<file path="src/rtl/dpgp_pkg.sv">
// ----------------------------------------------------------------------------
// dpgp_pkg
// shared types, widths and the cordic arctangent table
// ----------------------------------------------------------------------------
package dpgp_pkg;

    localparam int NUM_W  = 35;   // dividend width (scaled magnitude >> 16)
    localparam int FWD_W  = 15;
    localparam int LAT_W  = 24;
    localparam int VXY_W  = 56;   // vectoring x / y
    localparam int ANG_W  = 34;   // angle, full turn = 2^32
    localparam int RXY_W  = 34;   // rotation x / y, q30
    localparam int ATAN_ENTRIES = 24;

    localparam logic [31:0] REG_FOCAL_RESET  = 32'd141889;
    localparam logic [31:0] REG_CENTER_RESET = 32'd82048;
    localparam logic signed [RXY_W-1:0] GAIN_INV_Q30 = 34'sd652032874;

    typedef enum logic {REG_FOCAL = 1'b0, REG_CENTER = 1'b1} reg_idx_t;

    typedef struct packed {
        logic [23:0]       rem;
        logic [NUM_W-1:0]  num;
        logic [NUM_W-1:0]  quo;
        logic [FWD_W-1:0]  fwd;
        logic              neg;
    } div_t;

    typedef struct packed {
        logic signed [VXY_W-1:0] x;
        logic signed [VXY_W-1:0] y;
        logic signed [ANG_W-1:0] z;
        logic                    zero;
        logic [FWD_W-1:0]        fwd;
        logic [LAT_W-1:0]        lat;
    } vec_t;

    typedef struct packed {
        logic signed [RXY_W-1:0] x;
        logic signed [RXY_W-1:0] y;
        logic signed [ANG_W-1:0] z;
        logic [FWD_W-1:0]        fwd;
        logic [LAT_W-1:0]        lat;
    } rot_t;

    function automatic logic signed [ANG_W-1:0] atan_val(input int idx);
        logic signed [ANG_W-1:0] r;
        case (idx)
            0:  r = 34'sd536870912;
            1:  r = 34'sd316933406;
            2:  r = 34'sd167458907;
            3:  r = 34'sd85004756;
            4:  r = 34'sd42667331;
            5:  r = 34'sd21354465;
            6:  r = 34'sd10679838;
            7:  r = 34'sd5340245;
            8:  r = 34'sd2670163;
            9:  r = 34'sd1335087;
            10: r = 34'sd667544;
            11: r = 34'sd333772;
            12: r = 34'sd166886;
            13: r = 34'sd83443;
            14: r = 34'sd41722;
            15: r = 34'sd20861;
            16: r = 34'sd10430;
            17: r = 34'sd5215;
            18: r = 34'sd2608;
            19: r = 34'sd1304;
            20: r = 34'sd652;
            21: r = 34'sd326;
            22: r = 34'sd163;
            23: r = 34'sd81;
            default: r = '0;
        endcase
        return r;
    endfunction

endpackage

</file>
<file path="src/rtl/dpgp_rot_cell.sv">
// ----------------------------------------------------------------------------
// dpgp_rot_cell
// one rotation cordic micro-rotation
// ----------------------------------------------------------------------------
module dpgp_rot_cell #(
    parameter int IDX = 0
) (
    input  logic           clk,
    input  logic           rst_n,
    input  logic           en,
    input  logic           in_valid,
    input  dpgp_pkg::rot_t in_data,
    output logic           out_valid,
    output dpgp_pkg::rot_t out_data
);
    import dpgp_pkg::*;

    rot_t data_next;
    rot_t data_reg;
    logic valid_reg;

    always_comb
    begin
        data_next = in_data;
        if (in_data.z >= 0)
        begin
            data_next.x = in_data.x - (in_data.y >>> IDX);
            data_next.y = in_data.y + (in_data.x >>> IDX);
            data_next.z = in_data.z - atan_val(IDX);
        end
        else
        begin
            data_next.x = in_data.x + (in_data.y >>> IDX);
            data_next.y = in_data.y - (in_data.x >>> IDX);
            data_next.z = in_data.z + atan_val(IDX);
        end
    end

    always_ff @(posedge clk or negedge rst_n)
    begin
        if (!rst_n)
            valid_reg <= 1'b0;
        else if (en)
            valid_reg <= in_valid;
    end

    always_ff @(posedge clk)
    begin
        if (en)
            data_reg <= data_next;
    end

    assign out_valid = valid_reg;
    assign out_data  = data_reg;
endmodule

</file>
<file path="config.mk">
export PLATFORM = sky130hd
export DESIGN_NAME = dpgp_rot_cell
export DESIGN_NICKNAME = d
export VERILOG_FILES = /design/src/rtl/dpgp_pkg.sv /design/src/rtl/dpgp_rot_cell.sv
export SDC_FILE = /design/constraint.sdc
export NUM_CORES = 1
export LEC_CHECK = 0
export BUFFER_PORTS_ARGS = -buffer_cell sky130_fd_sc_hd__buf_4
export CAP_MARGIN = 5
export CELL_PAD_IN_SITES_DETAIL_PLACEMENT = 0
export CELL_PAD_IN_SITES_GLOBAL_PLACEMENT = 1
export CORE_UTILIZATION = 41
export CTS_BUF_LIST = sky130_fd_sc_hd__clkbuf_8 sky130_fd_sc_hd__clkbuf_16
export DETAILED_ROUTE_END_ITERATION = 6
export PLACE_DENSITY_LB_ADDON = 0.15
export SLEW_MARGIN = 10
export SYNTH_ARGS = -nofsm -noshare
export SYNTH_HDL_FRONTEND = slang
export SYNTH_SLANG_ARGS = --single-unit
</file>
<file path="constraint.sdc">
create_clock -name clk -period 0.8 [get_ports clk]
set_input_delay 0.2 -clock clk [delete_from_list [all_inputs] [get_ports clk]]
set_output_delay 0.2 -clock clk [all_outputs]
set_load 0.03 [all_outputs]
</file>
# --- Word-level counts from Yosys, hierarchy flattened ---
# Index checks and enable logic that the tools add are counted.
op_classes:
  n_mux: 1
  order_cmp: 1
  addsub: 5
ops:
  columns: ["operator", "n"]
  rows:
  - ["two-way mux 102 bit", 1]
  - ["subtractor 34 bit", 2]
  - ["adder 34 x 31 -> 34 bit (second input constant)", 1]
  - ["adder 34 bit", 1]
  - [">= comparator 34 x 1 -> 1 bit (second input constant)", 1]
  - ["subtractor 34 x 31 -> 34 bit (second input constant)", 1]
totals:
  ff_bits: 142
  inputBits: 145
  out_inout_bits: 142
  elab_cells: 13

# --- Logic depth before layout (Yosys ltp) ---
logic_depth:
  word_depth: 2
  depth_mapped: 14
  ltp_nobuf: 13

# --- Least setup slack after synthesis ---
# Ideal clock, no wire load.
synth_path:
  path_type: "input to register"
  startpoint: "in in_data[72] (netlist bit)"
  endpoint: "reg data_reg, in the netlist out_data[72], data pin"
  cell_stages: 14
  setup_ns: 0.258
  setup_slack_ns: -1.879
  required_time_ns: 0.542
  path_buffers: 1
  arrival_time_ns: 2.421
  cell_sequence: "inv_1 -> ha_1 -> nor4b_1 -> nand4_1 -> nor4_1 -> and4_1 -> nor2_1 -> inv_2 -> clkbuf_1 -> fa_1 -> a21oi_1 -> nor2_1 -> nor2_1 -> xnor2_1"
synth_lines:
  columns: ["element", "line_no", "text"]
  rows:
  - ["from (decl)", "dpgp_rot_cell.sv:12", "input dpgp_pkg::rot_t in_data,"]
  - ["to (signal assigned)", "dpgp_rot_cell.sv:50", "data_reg <= data_next;"]
  - ["to (decl)", "dpgp_rot_cell.sv:19", "rot_t data_reg;"]

==> qor.csv <==
stage,metric,value,unit
run_status,status,"complete, but fails checks",
run_status,violations,setup timing,
placed_design,gp_congestion,0.9481,
layout,fillers,1400,
synth,synth_top_family_by_area,compound AO/OA/AOI/OAI gates,
job,cap_violations,0,
placed_design,port_buffers,286,
synth,synth_compound_area_share,19.98,%
timing,timing.fmax,0.4089,GHz
timing,worst_pin_slew,452.6,ps
critical_path,critPathBufInv,3,
synth,synth-xor-area-share,5.719,%
critical_path,cp.arrival,2610,ps
critical_path,cpLargestDelayFamily,simple AND/OR/NAND/NOR gates,
route,vias,12270,
layout,final_cell_mix,"527 x buf_4, 191 x buf_6, 140 x edfxtp_1",
layout,drive_gt1_share,57.67,%
synth,yosys.cell_types.count,84,
route,route.detailed.wl_per_inst,23.98,microns
synth,synth_area_leaders,"edfxtp_1 40%, ha_1 12%, a21oi_1 6.0%",
power,power_density,1659,nW/um^2
clock_network,clkTransAtPathRegs,80,ps
timing,relSlewSlack,69.55,%
synth,synth_mux_area_share,1.934,%
power,leakage,8.927,nW
critical_path,critPathLaunchType,input port,
clock_network,cts_tree,done,
die,fp-row-count,57,
synth,yosysSeqAreaShare,40.61,%
layout,post-route-cell-area,20170,sq um
layout,nNetsFinal,2099,
die,die-width,161.4,microns
global_route,antenna_found_initial,4,
route,drc,0,
synth,yosysWarningCount,0,
die,core_area,24600,sq um
critical_path,critPathRequiredTime,960,ps
synth,syn-instance-count,1074,
synth,synth_edf_count,140,
synth,synth_top_area_share,40.37,%
synth,synth_area,10410,sq um
route,ant_nets,0,
placed_design,place_ws,-2215,ps
layout,syn2layout_area_growth,93.69,%
synth,syn_avg_cell_area,9.696,sq um
placed_design,postPlaceCellArea,16420,sq um
timing,post-route-min-period,2446,ps
clock_network,clkLatencyLatePin,440,ps
clock_network,clockBufferDepth,2,
critical_path,slowest_delay,400,ps
route,wl,52450,microns
power,ir_worst_vdd,0.001129,V
synth,ys_ff_latch,141,
synth,synth_flop_cell,edfxtp_1,
die,start_util,42.32,%
critical_path,slowest_stage,nor4_2,
timing,slew_violations,0,
hold_path,hp-class,in -> reg,
synth,yosysTopAreaCell,edfxtp_1,
critical_path,cp_cell_sequence,buf_8 > inv_4 > ha_4 > nor4b_4 > nand4_1 > nor4_2 > and4_4 > nor2_4 > inv_8 > ha_4 > a21oi_2 > nor2_1 > nor2_1 > xnor2_1,
synth,syn-num-nets,1327,
global_route,grt_pass1_wl,72630,microns
die,die-area,26040,sq um
timing,finalCritPeriodShare,305.7,%
timing,rsz0062_at_grt,true,
global_route,grt_usage,37.19,%
timing,setup_viol,213,
global_route,gr-total-overflow,0,
die,die_h,161.4,microns
die,boundaryPins,287,
critical_path,critical_path_class,in -> reg,
clock_network,htreeDepth,4,
synth,async_flop_share,0.7092,%
timing,worst_slack,-1646,ps
placed_design,dp_hpwl,34070,microns
route,vias_per_cell,5.612,
clock_network,numCtsBuffers,17,
critical_path,critPathMaxFanout,6,
route,drt_pre_antenna_iters,6,
global_route,grt_pass1_vias,12260,
synth,yosys.area_share.simple,12.75,%
timing,timing.hold.ws,6.114,ps
timing,finClkSkew,0,ps
timing,hold_viol,0,
synth,synth_adder_area_share,13.26,%
route,drt_iter0_markers,1149,
clock_network,clock-sinks,141,
critical_path,cp-end-kind,register,
clock_network,cts_root_buf,clkbuf_16,
layout,final_common_cell,buf_4,
global_route,grt_max_degree,39,
## kinds of logic (layout without fill, tap and decap cells)
kind of cell	after synthesis	in the layout
multiplexers	20	20
adder cells (fa/ha/maj)	108	108
other	0	4
AND/OR/NAND/NOR	265	265
buffers and inverters	148	933
AO/OA/AOI/OAI	324	324
flip-flops	141	141
XOR/XNOR	68	68
## where the power goes
part,total (W),internal (W),switching (W),leakage [nW]
combinational,0.0156,0.00741,0.00815,7.28
sequential,0.00992,0.00935,0.000568,1.38
clock,0.00799,0.00407,0.00392,0.263
total,0.0335,0.0208,0.0126,8.93
## worst paths after layout
kind | startpoint | endpoint | slack [ps] | cells past startpoint
min | in_valid | out_valid | 6 | 2
max | in_data[71] | out_data[72] | -1650 | 14
max reg2reg | out_valid | out_valid | -150 | 2
max in group asynchronous | rst_n | out_valid | 620 | 2
min reg2reg | out_valid | out_valid | 680 | 2
min in group asynchronous | rst_n | out_valid | 80 | 2
## metal layers
layer  GRT usage [%]  wire (microns)  part of all wire [%]  up-vias
met2           65.75           25660                    49      677
met4           19.55            3064                   5.8        0
li1                -               -                     -     5467
met1           43.06           19520                    37     5925
met5               0               0                     0        -
met3           6.189            4206                   8.0      204
## worst register-to-register path, stage by stage (launching register included)
cell     delay, ps
dfrtp_2        440
buf_6          120
mux2_4         270
## state kept, by name, indices dropped and copies added, names as in the netlist
signal,flops
out_valid,1
out_data,140
## synth_stat cells, types with 11 or more instances
| master | instances |
|---|---|
| nor3_1 | 28 |
| nor4_1 | 14 |
| nor2b_1 | 12 |
| nor2_1 | 78 |
| clkbuf_1 | 20 |
| mux2i_1 | 19 |
| a21o_1 | 19 |
| xnor2_1 | 57 |
| o21ai_0 | 64 |
| nand2b_1 | 13 |
| xor2_1 | 11 |
| edfxtp_1 | 140 |
| buf_2 | 14 |
| nand2_1 | 52 |
| nand3_1 | 16 |
| inv_1 | 95 |
| a21oi_1 | 125 |
| o21bai_1 | 23 |
| ha_1 | 104 |
## repair_timing
item	4_1_cts	5_1_grt
gates cloned	6	1
hold endpoints to repair	45	0
hold buffers	45	0
pin swaps	108	93
setup endpoints to repair	212	213
buffers inserted	38	41
gates resized for setup	348	132
## final cells by class
cell class	instances	area, sq um	share of cell area (%)
Multi-Input combinational cell	785	7312	36.25
Timing Repair Buffer	795	7176	35.57
Sequential cell	141	4230	20.97
Inverter	105	469.2	2.326
Clock buffer	17	425.4	2.109
Tap cell	324	405.4	2.010
Clock inverter	15	126.4	0.6265
Timing Repair inverter	1	16.27	0.08064
Antenna cell	4	10.01	0.04962
## per-stage QoR
step	TNS, ps	util [%]	instances	total power, W
after floorplan	-92870	-	1074	0.01612
after global placement	-148370	66.73	2029	0.02179
after detailed placement	-154190	66.73	2029	0.02193
after CTS	-149070	78.49	2148	0.03183
after global routing	-171870	81.98	2187	0.03446
final	-162720	81.98	2187	0.03347
No activity file was read; power rests on OpenSTA's default activity.
