[src/rtl/dpgp_pkg.sv]
// ----------------------------------------------------------------------------
// dpgp_pkg
// shared types, widths and the cordic arctangent table
// ----------------------------------------------------------------------------
package dpgp_pkg;

    localparam int NUM_W  = 35;   // dividend width (scaled magnitude >> 16)
    localparam int FWD_W  = 15;
    localparam int LAT_W  = 24;
    localparam int VXY_W  = 56;   // vectoring x / y
    localparam int ANG_W  = 34;   // angle, full turn = 2^32
    localparam int RXY_W  = 34;   // rotation x / y, q30
    localparam int ATAN_ENTRIES = 24;

    localparam logic [31:0] REG_FOCAL_RESET  = 32'd141889;
    localparam logic [31:0] REG_CENTER_RESET = 32'd82048;
    localparam logic signed [RXY_W-1:0] GAIN_INV_Q30 = 34'sd652032874;

    typedef enum logic {REG_FOCAL = 1'b0, REG_CENTER = 1'b1} reg_idx_t;

    typedef struct packed {
        logic [23:0]       rem;
        logic [NUM_W-1:0]  num;
        logic [NUM_W-1:0]  quo;
        logic [FWD_W-1:0]  fwd;
        logic              neg;
    } div_t;

    typedef struct packed {
        logic signed [VXY_W-1:0] x;
        logic signed [VXY_W-1:0] y;
        logic signed [ANG_W-1:0] z;
        logic                    zero;
        logic [FWD_W-1:0]        fwd;
        logic [LAT_W-1:0]        lat;
    } vec_t;

    typedef struct packed {
        logic signed [RXY_W-1:0] x;
        logic signed [RXY_W-1:0] y;
        logic signed [ANG_W-1:0] z;
        logic [FWD_W-1:0]        fwd;
        logic [LAT_W-1:0]        lat;
    } rot_t;

    function automatic logic signed [ANG_W-1:0] atan_val(input int idx);
        logic signed [ANG_W-1:0] r;
        case (idx)
            0:  r = 34'sd536870912;
            1:  r = 34'sd316933406;
            2:  r = 34'sd167458907;
            3:  r = 34'sd85004756;
            4:  r = 34'sd42667331;
            5:  r = 34'sd21354465;
            6:  r = 34'sd10679838;
            7:  r = 34'sd5340245;
            8:  r = 34'sd2670163;
            9:  r = 34'sd1335087;
            10: r = 34'sd667544;
            11: r = 34'sd333772;
            12: r = 34'sd166886;
            13: r = 34'sd83443;
            14: r = 34'sd41722;
            15: r = 34'sd20861;
            16: r = 34'sd10430;
            17: r = 34'sd5215;
            18: r = 34'sd2608;
            19: r = 34'sd1304;
            20: r = 34'sd652;
            21: r = 34'sd326;
            22: r = 34'sd163;
            23: r = 34'sd81;
            default: r = '0;
        endcase
        return r;
    endfunction

endpackage

[src/rtl/dpgp_vec_cell.sv]
// ----------------------------------------------------------------------------
// dpgp_vec_cell
// one vectoring cordic micro-rotation
// ----------------------------------------------------------------------------
module dpgp_vec_cell #(
    parameter int IDX = 0
) (
    input  logic           clk,
    input  logic           rst_n,
    input  logic           en,
    input  logic           in_valid,
    input  dpgp_pkg::vec_t in_data,
    output logic           out_valid,
    output dpgp_pkg::vec_t out_data
);
    import dpgp_pkg::*;

    vec_t data_next;
    vec_t data_reg;
    logic valid_reg;

    always_comb
    begin
        data_next = in_data;
        if (in_data.y >= 0)
        begin
            data_next.x = in_data.x + (in_data.y >>> IDX);
            data_next.y = in_data.y - (in_data.x >>> IDX);
            data_next.z = in_data.z + atan_val(IDX);
        end
        else
        begin
            data_next.x = in_data.x - (in_data.y >>> IDX);
            data_next.y = in_data.y + (in_data.x >>> IDX);
            data_next.z = in_data.z - atan_val(IDX);
        end
    end

    always_ff @(posedge clk or negedge rst_n)
    begin
        if (!rst_n)
            valid_reg <= 1'b0;
        else if (en)
            valid_reg <= in_valid;
    end

    always_ff @(posedge clk)
    begin
        if (en)
            data_reg <= data_next;
    end

    assign out_valid = valid_reg;
    assign out_data  = data_reg;
endmodule

[config.mk]
export PLATFORM = sky130hd
export DESIGN_NAME = dpgp_vec_cell
export DESIGN_NICKNAME = d
export VERILOG_FILES = /design/src/rtl/dpgp_pkg.sv /design/src/rtl/dpgp_vec_cell.sv
export SDC_FILE = /design/constraint.sdc
export NUM_CORES = 1
export LEC_CHECK = 0
export ABC_AREA = 1
export BUFFER_PORTS_ARGS = -buffer_cell sky130_fd_sc_hd__buf_2
export CAP_MARGIN = 20
export CORE_MARGIN = 5
export CORE_UTILIZATION = 55
export CTS_BUF_LIST = sky130_fd_sc_hd__clkbuf_16
export DETAILED_ROUTE_END_ITERATION = 6
export GPL_TIMING_DRIVEN = 1
export HOLD_SLACK_MARGIN = 0.02
export PLACE_DENSITY = 0.86
export SLEW_MARGIN = 40
export SYNTH_ARGS = -nofsm -noshare
export SYNTH_HDL_FRONTEND = slang
export SYNTH_SLANG_ARGS = --single-unit
[constraint.sdc]
create_clock -name clk -period 0.9 [get_ports clk]
set_input_delay 0.045 -clock clk [delete_from_list [all_inputs] [get_ports clk]]
set_output_delay 0.045 -clock clk [all_outputs]
set_load 0.1 [all_outputs]
==> flow_summary.toml, run 1 <==
[status]
status = "aborted with a tool error"
failing_step = "5_1_grt"
error_message = "[ERROR GRT-0116] Global routing finished with congestion. Check the congestion regions in the DRC Viewer."

[cts]
cts_htree_levels = 4
clk_path_buf_depth = 2
cts_made_buffers = 17
cts_root_buffer = "clkbuf_16"
numClockSinks = 186

[yosys]
synth_edf_count = 185
yosys_warnings = 0
yosys.area.top_type = "edfxtp_1"
yosysMostFrequentCell = "nand2_1"
yosys-top-cells-area = "edfxtp_1, nand2_1, inv_1"
syn-num-nets = 3673
synth_cell_type_count = 44
synth-seq-cells = 186
async_reset_ff_share_pct = 0.538
synthTopCellsByCount = "nand2_1, inv_1, nand3_1, nor2_1, a21oi_1"
syn_area_sq_um = 20700
synth.top_cell.area_share_pct = 26.9
synth_area_per_cell_sq_um = 6.24
synth_seq_area_share_pct = 27.0
ys.flop_type = "edfxtp_1"
syn_inst = 3311

[die]
dieWidth_microns = 204
num_io_pins = 377
num_rows = 71
die_y_microns = 204
start_util_pct = 55.2

[global_routing]
grt_pass1_wl_mm = 281
grt_pass1_vias = 40700
overflow = 1143
grtUsageTotal_pct = 88.8
grt_max_degree = 50

[place]
detailed_place_hpwl_mm = 81.5
portBuffers = 376
gp_congestion = 1.21
-- routing by layer --
layer  global-route usage [%]  GRT overflow
met2                      102           643
met4                     92.4           317
met3                     79.2            67
met5                     60.1            14
met1                     84.5           102
-- repair_timing --
item | CTS
hold endpoints to repair | 73
setup endpoints to repair | 296
setup buffers | 49
gates resized for setup | 540
hold buffers | 74
pin swaps | 197
-- per-stage QoR --
stage                     instances  utilization, %  TNS [ns]  instance area, sq um  setup WS, ns
after detailed placement       4608            83.3   -133.50                 31100         -1.41
after global placement         4608            83.3   -122.74                 31100         -1.33
after CTS                      4763            93.0   -111.51                 34800        -0.677
after floorplan                3311               -    -82.31                 22700        -0.792
-- cell families after synthesis --
family          after synthesis  share of synthesized area, %
xor+xnor                     64                          2.71
simple gates               1770                          35.5
compound gates              358                          9.19
mux                           9                         0.442
fa+ha+maj                   172                          10.6
buf+inv                     752                          14.6
flops                       186                          27.0
==> run 2, diff against run 1 <==
- CORE_UTILIZATION: 55 -> 40
- CTS_BUF_LIST: sky130_fd_sc_hd__clkbuf_16 -> unset
- HOLD_SLACK_MARGIN: 0.02 -> unset
- PLACE_DENSITY: 0.86 -> unset
- PLACE_DENSITY_LB_ADDON: unset -> 0.15
==> run 2 against run 1 <==
Effect of this change: the flow now finishes, with violations (setup timing); synthesized area unchanged; synthesized cell count unchanged.
==> flow_summary.toml, run 2 <==
[final_layout]
n_antenna_cell = 0
drive_gt1_share_pct = 50.2
final_common_cell = "nand2_1"
largest_reg_flops = 185
final_util_pct = 75.9
syn_to_final_growth_pct = 88.1
num-fill-cells = 3669
final_cell_mix = "nand2_1, buf_4, inv_1"
final_area_sq_um = 38900
final_nets = 4727

[place]
portBuffers = 376
gp_congestion = 1.04
pre_cts_slack_ns = -1.40
place_area_sq_um = 32000
detailed_place_hpwl_mm = 78.2

[global_routing]
grt_pass1_vias = 25000
grtUsageTotal_pct = 32.8
grt_pass1_wl_mm = 142
use_met2_pct = 54.4
busiest_layer = "met2"
grt_max_degree = 55
met1_usage_pct = 42.0
antenna_found_initial = 0
grt_util_met3_pct = 5.73
overflow = 0

[die]
coreArea_sq_um = 51200
die_y_microns = 237
num_io_pins = 377
start_util_pct = 40.3
dieWidth_microns = 237
die_area_sq_um = 56300
num_rows = 83

[status]
status = "finished, violations left"
violations = "setup timing"

[yosys]
yosys.area_share.simple_pct = 35.5
synth_cell_type_count = 44
yosysMostFrequentCell = "nand2_1"
yosys_warnings = 0
syn-num-nets = 3673
yosys-top-cells-area = "edfxtp_1, nand2_1, inv_1"
muxShareOfSynthArea_pct = 0.442
synth_edf_count = 185
synth-seq-cells = 186
async_reset_ff_share_pct = 0.538
syn_inst = 3311
yosys.area.top_type = "edfxtp_1"
synth_top_family_by_area = "simple AND/OR/NAND/NOR gates"
ys.flop_type = "edfxtp_1"
synth_compound_area_share_pct = 9.19
synth_xor_area_share_pct = 2.71
synthAdderAreaFrac_pct = 10.6
synth_seq_area_share_pct = 27.0
synth.top_cell.area_share_pct = 26.9
synth_area_per_cell_sq_um = 6.24
syn_area_sq_um = 20700
synthTopCellsByCount = "nand2_1, inv_1, nand3_1, nor2_1, a21oi_1"

[worst_setup_path]
path_depth = 16
arrival_ns = 1.90
cp_slowest_cell = "ha_4"
reg2regPathDepth = 2
startpoint_type = "input pin"
crit_top_cell = "nand3_1"
slowest_delay_ns = 0.34
r2r-start = "out_valid"
end_kind = "flip-flop"
path_buf_inv = 4
crit_chain = "buf_6 -> inv_2 -> ha_4 -> buf_12 -> nand2_8 -> nor2_4 -> nand2_2 -> nor2_4 -> o21ai_1 -> nand3_1 -> buf_6 -> nand2_2 -> nand3_1 -> nand2_1 -> nand3_1 -> nand2_1"
rrSetupSlack_ns = -0.10
path_delay_family = "simple AND/OR/NAND/NOR gates"
critPathMaxFanout = 5
required_ns = 1.14
cp-startpoint = "in_data[89]"
path_class = "in2reg"

[power_and_ir_drop]
seqPwrFrac_pct = 22.4
netSwitchingPower_mw = 25.2
clock_power_share_pct = 16.0
p_leak_nw = 19.4
p_int_mw = 28.1
share_comb_of_total_power_pct = 61.5
ir_worst_vdd_mv = 1.60
p_sw_share_pct = 47.3
p_total_mw = 53.3
power_density_nw_per_um2 = 1370

[routing]
postRouteWirelength_mm = 99.7
vias = 26200
drtIter0Drc = 2199
routed_via_density = 5.18
drtAntennaViolNets = 0
drc = 0
dr.pass1.iters = 7
wl_per_cell_microns = 19.7

[min_path]
min_path_type = "in2reg"
holdPathStages = 3
holdCritStartpoint = "in_data[72]"

[sta]
worst_slew_pin_slew_ns = 0.459
setup_violations = 296
finalMaxSlewViolations = 0
min_period_over_period_pct = 185
grt_setup_unrepaired = "yes"
layout_setup_ws_ns = -0.765
fin_skew_ns = 0
hold_viol = 0
period_minus_slack_ns = 1.67
timing.fmax_mhz = 601
max_slew_margin_pct = 69.1

[cts]
cts_made_buffers = 17
path_clk_slew_ns = 0.07
cts_root_buffer = "clkbuf_16"
clk_path_buf_depth = 2
numClockSinks = 186
clkLatencyLatePin_ns = 0.49
cts_tree = "done"
cts_htree_levels = 4

[run]
drv_cap = 0
[run 2: cell counts after synthesis]
No cell type changed its count.
[run 2: path summary, 6_finish.rpt]
check,endpoint
setup / recovery,out_data[167]
max in group asynchronous,out_valid
hold / removal,out_data[72]
min in group asynchronous,out_valid
hold reg to reg,out_valid
setup reg to reg,out_valid
[run 2: area by class of cell]
type	instances	area [sq um]	share of cell area, %
flip-flops and latches	186	5580	14.4
inverters	675	2780	7.14
multi-input cells	2373	17200	44.4
repair buffers	1112	11800	30.3
well taps	680	851	2.19
clock buffers	17	425	1.09
clock inverters	15	219	0.563
[run 2: through the flow]
stage | hold slack (ns) | setup TNS (ns) | cells
after global routing | 0.0138 | -122.82 | 5058
after floorplan | -0.251 | -82.31 | 3311
final | 0.0327 | -110.36 | 5058
after CTS | 0.00266 | -106.88 | 5003
after global placement | -0.177 | -128.88 | 4850
after detailed placement | -0.176 | -131.65 | 4850
[run 2: logic make-up after synthesis]
logic type	after synthesis
flops	186
xor+xnor	64
compound gates	358
fa+ha+maj	172
simple gates	1770
buf+inv	752
mux	9
[run 2: what timing repair did]
item / in CTS / in global routing
cloned: 0 / 0
hold buffers: 76 / 0
setup endpoints to repair: 295 / 295
pin swaps: 226 / 210
hold endpoints to repair: 76 / 0
buffers inserted: 50 / 61
gates resized for setup: 838 / 505
[run 2: layer usage]
layer / wire length (microns) / part of all wire (%)
met1: 39700 / 40
met2: 46600 / 47
met3: 8090 / 8.1
met4: 5320 / 5.3
met5: 0 / 0
[run 2: worst reg2reg max path: cells and delay by family (launching register included)]
kind / cells / cell delay [ns]
flops: 1 / 0.49
mux: 1 / 0.26
buf+inv: 1 / 0.14
[run 2: power by group through the flow]
stage	registers (mW)	logic [mW]	clock network, mW
global placement	12.1	27.6	0
finish	12.0	32.8	8.55
floorplan	18.9	8.76	0
detailed placement	12.1	27.7	0
global route	12.0	34.1	9.13
CTS	12.0	30.5	8.70
Note: power is estimated with default switching activity, not from simulation.
