File: src/rtl/dpgp_pkg.sv
// ----------------------------------------------------------------------------
// dpgp_pkg
// shared types, widths and the cordic arctangent table
// ----------------------------------------------------------------------------
package dpgp_pkg;

    localparam int NUM_W  = 35;   // dividend width (scaled magnitude >> 16)
    localparam int FWD_W  = 15;
    localparam int LAT_W  = 24;
    localparam int VXY_W  = 56;   // vectoring x / y
    localparam int ANG_W  = 34;   // angle, full turn = 2^32
    localparam int RXY_W  = 34;   // rotation x / y, q30
    localparam int ATAN_ENTRIES = 24;

    localparam logic [31:0] REG_FOCAL_RESET  = 32'd141889;
    localparam logic [31:0] REG_CENTER_RESET = 32'd82048;
    localparam logic signed [RXY_W-1:0] GAIN_INV_Q30 = 34'sd652032874;

    typedef enum logic {REG_FOCAL = 1'b0, REG_CENTER = 1'b1} reg_idx_t;

    typedef struct packed {
        logic [23:0]       rem;
        logic [NUM_W-1:0]  num;
        logic [NUM_W-1:0]  quo;
        logic [FWD_W-1:0]  fwd;
        logic              neg;
    } div_t;

    typedef struct packed {
        logic signed [VXY_W-1:0] x;
        logic signed [VXY_W-1:0] y;
        logic signed [ANG_W-1:0] z;
        logic                    zero;
        logic [FWD_W-1:0]        fwd;
        logic [LAT_W-1:0]        lat;
    } vec_t;

    typedef struct packed {
        logic signed [RXY_W-1:0] x;
        logic signed [RXY_W-1:0] y;
        logic signed [ANG_W-1:0] z;
        logic [FWD_W-1:0]        fwd;
        logic [LAT_W-1:0]        lat;
    } rot_t;

    function automatic logic signed [ANG_W-1:0] atan_val(input int idx);
        logic signed [ANG_W-1:0] r;
        case (idx)
            0:  r = 34'sd536870912;
            1:  r = 34'sd316933406;
            2:  r = 34'sd167458907;
            3:  r = 34'sd85004756;
            4:  r = 34'sd42667331;
            5:  r = 34'sd21354465;
            6:  r = 34'sd10679838;
            7:  r = 34'sd5340245;
            8:  r = 34'sd2670163;
            9:  r = 34'sd1335087;
            10: r = 34'sd667544;
            11: r = 34'sd333772;
            12: r = 34'sd166886;
            13: r = 34'sd83443;
            14: r = 34'sd41722;
            15: r = 34'sd20861;
            16: r = 34'sd10430;
            17: r = 34'sd5215;
            18: r = 34'sd2608;
            19: r = 34'sd1304;
            20: r = 34'sd652;
            21: r = 34'sd326;
            22: r = 34'sd163;
            23: r = 34'sd81;
            default: r = '0;
        endcase
        return r;
    endfunction

endpackage

File: src/rtl/dpgp_div_cell.sv
// ----------------------------------------------------------------------------
// dpgp_div_cell
// one restoring-division step: one quotient bit per cell
// ----------------------------------------------------------------------------
module dpgp_div_cell (
    input  logic          clk,
    input  logic          rst_n,
    input  logic          en,
    input  logic [23:0]   divisor,
    input  logic          in_valid,
    input  dpgp_pkg::div_t in_data,
    output logic          out_valid,
    output dpgp_pkg::div_t out_data
);
    import dpgp_pkg::*;

    logic [24:0] trial;
    logic        ge;
    div_t        data_next;
    logic        valid_reg;
    div_t        data_reg;

    always_comb
    begin
        trial = {in_data.rem, in_data.num[NUM_W-1]};
        ge    = trial >= {1'b0, divisor};
        data_next     = in_data;
        data_next.rem = ge ? 24'(trial - {1'b0, divisor}) : trial[23:0];
        data_next.num = {in_data.num[NUM_W-2:0], 1'b0};
        data_next.quo = {in_data.quo[NUM_W-2:0], ge};
    end

    always_ff @(posedge clk or negedge rst_n)
    begin
        if (!rst_n)
            valid_reg <= 1'b0;
        else if (en)
            valid_reg <= in_valid;
    end

    always_ff @(posedge clk)
    begin
        if (en)
            data_reg <= data_next;
    end

    assign out_valid = valid_reg;
    assign out_data  = data_reg;
endmodule

File: config.mk
export PLATFORM = sky130hd
export DESIGN_NAME = dpgp_div_cell
export DESIGN_NICKNAME = d
export VERILOG_FILES = /design/src/rtl/dpgp_pkg.sv /design/src/rtl/dpgp_div_cell.sv
export SDC_FILE = /design/constraint.sdc
export NUM_CORES = 1
export LEC_CHECK = 0
export BUFFER_PORTS_ARGS = -buffer_cell sky130_fd_sc_hd__buf_2
export CAP_MARGIN = 20
export CORE_ASPECT_RATIO = 0.6
export CORE_MARGIN = 2
export CORE_UTILIZATION = 47
export CTS_BUF_LIST = sky130_fd_sc_hd__clkbuf_8 sky130_fd_sc_hd__clkbuf_16
export DETAILED_ROUTE_END_ITERATION = 12
export HOLD_SLACK_MARGIN = 0.06
export PLACE_DENSITY = 0.78
export SLEW_MARGIN = 20
export SYNTH_ARGS = -nofsm -noshare
export SYNTH_HDL_FRONTEND = slang
export SYNTH_SLANG_ARGS = --single-unit
File: constraint.sdc
create_clock -name clk -period 0.8 [get_ports clk]
set_input_delay 0.24 -clock clk [delete_from_list [all_inputs] [get_ports clk]]
set_output_delay 0.24 -clock clk [all_outputs]
set_load 0.1 [all_outputs]
==> results of run 1 <==
==> per-stage QoR <==
step	utilization (%)	hold slack [ps]	area, µm²	setup TNS (ps)	setup slack (ps)
after detailed placement	82.33	17.57	9179	-62710	-1842
after global placement	82.33	15.78	9179	-59480	-1861
after CTS	96.13	60.01	10720	-76330	-1218
after floorplan	-	-55.57	5424	-71370	-1518
==> Yosys cell counts, types with 2 or more instances <==
| cell | number | area (µm²) |
|---|---|---|
| a211oi_1 | 3 | 22.52 |
| a21boi_0 | 3 | 22.52 |
| a21oi_1 | 24 | 120.1 |
| a31oi_1 | 2 | 12.51 |
| and2_1 | 2 | 12.51 |
| and3_1 | 6 | 37.54 |
| buf_2 | 5 | 25.02 |
| buf_6 | 3 | 33.78 |
| clkbuf_1 | 6 | 22.52 |
| edfxtp_1 | 109 | 3273 |
| ha_1 | 24 | 300.3 |
| inv_1 | 33 | 123.9 |
| mux2_2 | 6 | 67.56 |
| mux2_4 | 5 | 75.07 |
| nand2_1 | 16 | 60.06 |
| nand3_1 | 16 | 80.08 |
| nand4_1 | 7 | 43.79 |
| nor2_1 | 10 | 37.54 |
| nor2b_1 | 4 | 25.02 |
| nor3_1 | 13 | 65.06 |
| nor3b_1 | 2 | 15.01 |
| o2111ai_1 | 3 | 26.28 |
| o211a_1 | 2 | 20.02 |
| o211ai_1 | 3 | 22.52 |
| o21a_1 | 9 | 67.56 |
| o21ai_0 | 14 | 70.07 |
| o221ai_1 | 4 | 35.03 |
| o31a_1 | 4 | 35.03 |
| o31ai_1 | 7 | 52.55 |
| or2_2 | 2 | 12.51 |
| or3_1 | 4 | 25.02 |
| xnor2_1 | 8 | 70.07 |
| xor2_1 | 3 | 26.28 |
==> cells by family after synthesis <==
family | count (synthesis)
xor+xnor | 11
fa+ha+maj | 25
other cells | 1
flops | 110
simple gates | 88
mux | 11
compound gates | 96
buf+inv | 50
==> timing repair <==
item / in CTS
pin swaps: 31
setup buffers: 27
setup endpoints to repair: 136
hold endpoints to repair: 54
hold buffers: 54
gates resized for setup: 103
==> impl_metrics.ini, run 1 <==
[status]
status = aborted with a tool error
lastStage = 5_1_grt
error = [ERROR DPL-0038] Utilization greater than 100%, impossible to legalize

[synth]
synth_top_family_by_area = compound AO/OA/AOI/OAI gates
synthXorXnorAreaFrac_pct = 1.814
synth_cell_types = 63
syn-instance-count = 392
ys.flop_type = edfxtp_1
syn_area_per_cell_um2 = 13.55
synth.area.mux_share_pct = 2.686
synth_warnings = 0
synth_compound_area_share_pct = 13.69
synth_fa_ha_area_share_pct = 6.032
async_flop_share_pct = 0.9091
synthSimpleGateAreaFrac_pct = 9.048
synth_area_mm2 = 0.005310
seq_area_frac_synth_pct = 62.11
synth-seq-cells = 110
synth_nets = 555
synth-edff-count = 109

[floorplan]
die_h_um = 86.34
num_rows = 30
die_w_um = 141.2
io_pins = 249
initial_core_util_pct = 47.63

[timing]
worst-ep-kind = register data pin
grt-worst-endpoint = out_data[100]$_DFFE_PP_/D

[clock_network]
cts-root-buf = clkbuf_16
cts_buffers = 9
cts_sinks = 110
clockBufferDepth = 2
htree_levels = 3

[place]
io_buffers = 246
placed_cells = 869
dp_hpwl_um = 14490
gp_congestion = 0.9412

[global_routing]
grt_start_max_net_pins = 39
==> run 2, diff against run 1 <==
Settings changed: CORE_ASPECT_RATIO 0.6 to default, CORE_UTILIZATION 47 to 35, CTS_BUF_LIST sky130_fd_sc_hd__clkbuf_8 sky130_fd_sc_hd__clkbuf_16 to default, HOLD_SLACK_MARGIN 0.06 to default, PLACE_DENSITY 0.78 to default, PLACE_DENSITY_LB_ADDON from default to 0.15.
==> impl_metrics.ini, run 2 <==
[status]
status = complete, but fails checks
violations = setup timing

[synth]
seq_area_frac_synth_pct = 62.11
synth_warnings = 0
async_flop_share_pct = 0.9091
yosys-top-cells-count = 109 x edfxtp_1, 33 x inv_1, 24 x a21oi_1, 24 x ha_1
syn_area_per_cell_um2 = 13.55
synth-seq-cells = 110
synth-edff-count = 109
synth_cell_types = 63
synth.top_cell.area_share_pct = 61.64
synth_area_mm2 = 0.005310
ys.flop_type = edfxtp_1
synth_nets = 555
syn-instance-count = 392
yosys.area.top_type = edfxtp_1
synth.most_common_cell = edfxtp_1
synthTopCellsByArea = edfxtp_1 62%, ha_1 5.7%, inv_1 2.3%, a21oi_1 2.3%, nand3_1 1.5%

[critical_path]
critPathRequiredTime_ps = 910
cp_max_fo = 5
critPathArrivalTime_ps = 2150
cp-end-kind = flop
path_class = in -> reg
cp-start-kind = input pin

[worst_hold_path]
hold_path.class = in -> reg

[drt]
vias = 4924
drcViolationCount = 0
ant_nets = 0
drt_pre_antenna_iters = 6
avgRoutedWirePerCell_um = 19.51
initialDrtViolationCount = 257
wirelength_um = 18860
via_per_inst = 5.092

[timing]
setup_viol = 136
timing_hold_violations_final = 0
min_period_over_period_pct = 254.3
fmax_mhz = 491.6
final.setup_skew_ps = 0
slew_violations = 0
tns_ps = -73480
rsz0062_at_grt = true
worst_slack_ps = -1234
period_needed_ps = 2034

[pwr]
peakVddDrop_v = 0.001082
power_density_mw_per_mm2 = 2102
power_leakage_nw = 4.482

[cells_and_area]
fillers = 987
finalNetCount = 936
layout_common_cells = 123 x buf_4, 122 x buf_2, 114 x buf_12
layout_commonest_cell = buf_4
synthToLayoutAreaGrowth_pct = 100.9
drive_gt1_share_pct = 67.48
largest_reg_flops = 109
fin_cells = 967

[place]
gp_congestion = 0.9316
placed_cells = 927
io_buffers = 246
dp_hpwl_um = 14040

[floorplan]
initial_core_util_pct = 35.32
core_mm2 = 0.01503
die_w_um = 127.2
num_rows = 45
io_pins = 249
die_h_um = 127.2
dieArea_mm2 = 0.01617

[clock_network]
cts_tree = yes
clockBufferDepth = 2
path_clk_slew_ps = 80
cts_buffers = 9
cts-root-buf = clkbuf_16
cts_sinks = 110
clk_latency_ps = 350
htree_levels = 3

[global_routing]
overflow = 0
grt_start_max_net_pins = 57
antenna_found_initial = 2
grt_pass1_wl_um = 28280
grt_pass1_vias = 5108
grt_use_total_pct = 23.00

[flow_run]
max_cap_violations = 0
run 2: area by class of cell:
type	instances	area [µm²]	share of cell area, %
clock buffers	9	225.2	2.111
flip-flops and latches	110	3302	30.96
well taps	188	235.2	2.205
diodes	1	2.502	0.02346
repair inverters	1	11.26	0.1056
inverters	34	142.6	1.337
clock inverters	7	108.9	1.021
repair buffers	385	4115	38.58
multi-input cells	232	2524	23.66
run 2: per-layer routing:
layer / vias up / wire length (µm) / part of all wire, % / global-route usage (%)
li1: 2271 / - / - / -
met1: 2384 / 6949 / 37 / 25.65
met2: 230 / 10120 / 54 / 42.95
met3: 37 / 1351 / 7.2 / 5.109
met4: 2 / 431 / 2.3 / 8.403
met5: - / 8 / 0.042 / 0
run 2: where the power goes:
group	leakage (nW)	switching [W]	internal [W]	total, W
combinational	3.24	0.00594	0.00400	0.00993
sequential	1.08	0.000446	0.00703	0.00747
clock	0.160	0.00222	0.00280	0.00502
run 2: worst max-delay path: stages:
cell	delay, ps
buf_6	80
inv_4	30
ha_4	260
a21o_4	220
a31oi_4	210
a2111oi_4	110
buf_4	170
buf_6	110
or3_4	330
xor2_1	150
mux2_4	250
run 2: cells by family after synthesis:
logic type / share of synthesized area (%)
mux: 2.686
xor+xnor: 1.814
compound gates: 13.69
flops: 62.11
buf+inv: 4.548
other cells: 0.07062
fa+ha+maj: 6.032
simple gates: 9.048
run 2: final timing paths:
check                      slack [ps]  cells after the start            to   startpoint
max in group asynchronous         500                      2     out_valid        rst_n
max reg2reg                       -60                      1     out_valid    out_valid
max                             -1230                     11  out_data[99]   divisor[4]
min reg2reg                       600                      1     out_valid    out_valid
min                                60                      1  out_data[21]  in_data[20]
min in group asynchronous         200                      2     out_valid        rst_n
run 2: stage by stage:
stage | area [µm²] | setup slack (ps) | util [%] | hold WS (ps) | total power [W]
2_1_floorplan | 5424 | -1518 | - | -55.57 | 0.01264
3_3_place_gp | 9339 | -1773 | 62.12 | 14.65 | 0.01652
3_5_place_dp | 9339 | -1819 | 62.12 | 15.72 | 0.01661
4_1_cts | 10500 | -1182 | 69.84 | 44.38 | 0.02234
5_1_grt | 10660 | -1259 | 70.94 | 39.32 | 0.02309
6_report | 10670 | -1234 | 70.95 | 55.06 | 0.02242
run 2: repair_timing:
item	in CTS	in global routing
hold endpoints to repair	1	0
setup endpoints to repair	136	136
gates resized for setup	128	36
hold buffers	1	0
pin swaps	34	20
buffers inserted	18	7
cloned	2	0
Power figures use the tool's default switching activity.
==> run 3, diff against run 2 <==
Settings changed: GPL_TIMING_DRIVEN from default to 0, TNS_END_PERCENT from default to 1.
==> impl_metrics.ini, run 3 (synthesis results as in run 2) <==
[timing]
setup_viol = 186
worstMarginPinSlew_ps = 567.8
timing_hold_violations_final = 0
worst_slack_ps = -1230
rsz0062_at_grt = true
min_period_over_period_pct = 253.8
slew_violations = 0
fmax_mhz = 492.6
final.setup_skew_ps = 0
period_needed_ps = 2030
relSlewSlack_pct = 61.75

[floorplan]
io_pins = 249
initial_core_util_pct = 35.32
core_mm2 = 0.01503
dieArea_mm2 = 0.01617
num_rows = 45
die_w_um = 127.2
die_h_um = 127.2

[critical_path]
crit_path_top_delay_cell = mux2_4
crit_chain = buf_8 -> ha_4 -> and4_4 -> and3_4 -> a311oi_2 -> a21bo_4 -> nor2_8 -> clkinv_4 -> buf_12 -> mux2_4
critPathRequiredTime_ps = 900
path_class = in -> reg
critPathArrivalTime_ps = 2130
crit_buf_inv = 3
cp_max_fo = 8
cp-end-kind = flop
critPathTopFamily = compound AO/OA/AOI/OAI gates
reg2reg_slack_ps = 20
slowest_delay_ps = 290
cp-start-kind = input pin

[clock_network]
clk_latency_ps = 350
htree_levels = 3
clockBufferDepth = 2
cts_sinks = 110
cts-root-buf = clkbuf_16
cts_buffers = 9
cts_tree = yes
path_clk_slew_ps = 80

[global_routing]
grt_use_total_pct = 18.90
grt_pass1_wl_um = 23600
grt_pass1_vias = 4395
antenna_found_initial = 1
overflow = 0
grt_start_max_net_pins = 83

[cells_and_area]
largest_reg_flops = 109
fillers = 1220
antennaDiodeCount = 0
layout_commonest_cell = buf_2
fin_cells = 875
synthToLayoutAreaGrowth_pct = 63.53
fin_area_mm2 = 0.008683
finalNetCount = 845
final_util_pct = 57.76
layout_common_cells = 128 x buf_2, 114 x buf_6, 109 x edfxtp_1
drive_gt1_share_pct = 59.53

[drt]
drcViolationCount = 0
via_per_inst = 5.090
avgRoutedWirePerCell_um = 18.05
vias = 4454
ant_nets = 0
initialDrtViolationCount = 282
drt_pre_antenna_iters = 6
wirelength_um = 15790

[place]
dp_hpwl_um = 11480
placed_area_mm2 = 0.006903
io_buffers = 246
placed_cells = 827
gp_congestion = 0.8818
place_ws_ps = -2017

[pwr]
peakVddDrop_v = 0.001047
power_density_mw_per_mm2 = 2273
power_leakage_nw = 3.603
power_w = 0.01973

[worst_hold_path]
hold_path.class = in -> reg

[status]
status = complete, but fails checks
violations = setup timing

[flow_run]
max_cap_violations = 0
run 3: changes by cell type in the layout (fill, tap and decap cells not counted), moves of 3 or more:
cell / previous run / this run
nand3_4: 3 / 0
buf_6: 23 / 114
o31ai_4: 4 / 1
inv_6: 0 / 3
ha_4: 21 / 18
buf_2: 122 / 128
nor3_1: 9 / 12
buf_12: 114 / 4
buf_4: 123 / 39
ha_2: 2 / 5
inv_1: 18 / 21
buf_8: 2 / 7
nand3_1: 7 / 12
run 3: stage by stage:
stage	setup TNS [ps]	hold WS, ps
finish	-71430	62.07
detailed placement	-108150	15.62
global placement	-248690	14.13
floorplan	-72380	-55.59
global route	-78720	35.48
CTS	-72800	40.76
run 3: path summary, 6_finish.rpt:
path,start,to,cells past startpoint
hold / removal,in_data[25],out_data[26],1
setup reg to reg,out_valid,out_valid,1
min in group asynchronous,rst_n,out_valid,2
max in group asynchronous,rst_n,out_valid,2
hold reg to reg,out_valid,out_valid,1
setup / recovery,in_data[91],out_data[99],10
run 3: where the power goes:
part	internal (W)	switching (W)	total, W
Sequential	0.00700	0.000259	0.00726
Combinational	0.00252	0.00558	0.00810
Clock	0.00219	0.00218	0.00437
run 3: what timing repair did:
| action | 4_1_cts | 5_1_grt |
|---|---|---|
| buffers inserted | 25 | 12 |
| gates cloned | 1 | 0 |
| pin swaps | 23 | 14 |
| hold buffers | 1 | 0 |
| gates resized for setup | 307 | 42 |
| endpoints found under the setup margin | 217 | 211 |
| endpoints found under the hold margin | 1 | 0 |
run 3: layout make-up:
type | count | area, µm² | share of cell area, %
Sequential cell | 110 | 3298 | 37.98
Timing Repair Buffer | 286 | 2352 | 27.09
Multi-Input combinational cell | 232 | 2253 | 25.95
Tap cell | 188 | 235.2 | 2.709
Clock buffer | 9 | 225.2 | 2.594
Inverter | 34 | 137.6 | 1.585
Buffer | 9 | 115.1 | 1.326
Clock inverter | 7 | 66.31 | 0.7637
run 3: metal layers:
| metal | global-route usage (%) | vias to the layer above | part of all wire (%) |
|---|---|---|---|
| met1 | 21.27 | 2150 | 38 |
| li1 | - | 2087 | - |
| met5 | 0 | - | 0.070 |
| met3 | 5.067 | 24 | 7.8 |
| met2 | 34.50 | 191 | 52 |
| met4 | 6.658 | 2 | 1.8 |
==> run 4, diff against run 3 <==
Settings changed: CORE_MARGIN 2 to 8, CTS_BUF_LIST from default to sky130_fd_sc_hd__clkbuf_4 sky130_fd_sc_hd__clkbuf_8.
==> impl_metrics.ini, run 4 (synthesis results as in run 2) <==
[status]
status = complete, but fails checks
violations = setup timing

[drt]
drcViolationCount = 0
vias = 4554
initialDrtViolationCount = 279
drt_pre_antenna_iters = 4
ant_nets = 0
avgRoutedWirePerCell_um = 20.10
via_per_inst = 5.038
wirelength_um = 18170

[timing]
slew_violations = 0
final.setup_skew_ps = 0
fmax_mhz = 498.3
setup_viol = 136
rsz0062_at_grt = true
min_period_over_period_pct = 250.9
period_needed_ps = 2007
worst_slack_ps = -1207
whs_ps = 26.39
timing_hold_violations_final = 0

[worst_hold_path]
hold_path.class = in -> reg
worstHoldStart = in_data[38]

[clock_network]
path_clk_slew_ps = 110
htree_levels = 3
cts_sinks = 110
cts_tree = yes
cts_buffers = 9
clockBufferDepth = 2
clk_latency_ps = 380
cts-root-buf = clkbuf_8

[cells_and_area]
layout_common_cells = 129 x buf_2, 118 x buf_6, 109 x edfxtp_1
finalNetCount = 875
layout_commonest_cell = buf_2
largest_reg_flops = 109
synthToLayoutAreaGrowth_pct = 67.34
drive_gt1_share_pct = 58.10
antennaDiodeCount = 0

[critical_path]
path_class = in -> reg
cp_max_fo = 8
reg2reg_from = out_valid
critPathArrivalTime_ps = 2150
cp-end-kind = flop
crit_path_top_delay_cell = a311oi_2
cp-start-kind = input pin
slowest_delay_ps = 290
crit_chain = buf_2 -> inv_2 -> ha_4 -> buf_6 -> nand4_1 -> nor3_2 -> a311oi_2 -> a21bo_4 -> nor2_8 -> clkinv_4 -> buf_12 -> mux2_4
critPathRequiredTime_ps = 950
crit_start = divisor[18]

[pwr]
power_leakage_nw = 3.671
power_w = 0.01882
peakVddDrop_v = 0.0009009
power_density_mw_per_mm2 = 2117

[floorplan]
core_mm2 = 0.01503
io_pins = 249
num_rows = 45
dieArea_mm2 = 0.01937
die_h_um = 139.2
initial_core_util_pct = 35.32
die_w_um = 139.2

[global_routing]
grt_start_max_net_pins = 76
overflow = 0
antenna_found_initial = 1
grt_pass1_vias = 4835
grt_pass1_wl_um = 27010
grt_use_total_pct = 18.12

[place]
io_buffers = 246
dp_hpwl_um = 13080
gp_congestion = 0.8820

[flow_run]
max_cap_violations = 0
[run 4: changes by cell type in the layout (fill, tap and decap cells not counted), moves of 3 or more]
cell | before | now
dlygate4sd3_1 | 1 | 27
buf_8 | 7 | 3
clkbuf_16 | 9 | 0
inv_2 | 10 | 13
inv_6 | 3 | 0
buf_4 | 39 | 43
clkbuf_8 | 0 | 9
buf_6 | 114 | 118
ha_4 | 18 | 21
[run 4: layer usage]
metal,GRT usage [%],part of all wire [%],up-vias
li1,-,-,2137
met1,19.56,39,2203
met2,33.58,53,193
met3,4.991,6.9,19
met4,5.719,1.4,2
met5,0,0.072,-
[run 4: worst max-delay path, delay by kind of cell]
family,cells,cell delay (ps)
buf+inv,5,510
simple gates,3,340
fa+ha+maj,1,200
mux,1,290
compound gates,2,580
[run 4: worst paths after layout]
kind / endpoint / slack [ps] / cells past startpoint
max: out_data[98] / -1210 / 12
min: out_data[39] / 30 / 1
max reg2reg: out_valid / -20 / 1
min reg2reg: out_valid / 610 / 1
max in group asynchronous: out_valid / 570 / 2
min in group asynchronous: out_valid / 140 / 2
[run 4: area by class of cell]
| type | count | area [µm²] |
|---|---|---|
| Clock buffer | 9 | 123.9 |
| Tap cell | 188 | 235.2 |
| Inverter | 34 | 135.1 |
| Sequential cell | 110 | 3298 |
| Multi-Input combinational cell | 232 | 2311 |
| Timing Repair Buffer | 316 | 2620 |
| Clock inverter | 6 | 55.05 |
| Fill cell | 1251 | 6147 |
| Buffer | 9 | 107.6 |
[run 4: repair_timing]
action / 4_1_cts / 5_1_grt
buffers inserted: 39 / 3
resized for setup: 324 / 29
endpoints found under the hold margin: 27 / 0
hold buffers: 27 / 0
pin swaps: 35 / 18
setup endpoints to repair: 210 / 150
cloned: 0 / 0
[run 4: power breakdown]
group,switching (W),internal (W),leakage [nW]
clock,0.00205,0.00117,0.0853
sequential,0.000261,0.00700,1.08
combinational,0.00569,0.00264,2.51
total,0.00801,0.0108,3.67
[run 4: metrics by stage]
step / worst slack [ps] / instance area [µm²] / setup TNS, ps / utilization (%) / instances
2_1_floorplan: -1518 / 5403 / -72380 / - / 392
5_1_grt: -1224 / 8886 / -80210 / 59.11 / 904
6_report: -1207 / 8886 / -74760 / 59.11 / 904
4_1_cts: -1140 / 8758 / -76900 / 58.26 / 902
3_5_place_dp: -2070 / 6903 / -109180 / 45.92 / 827
3_3_place_gp: -2065 / 6869 / -247410 / 45.69 / 826
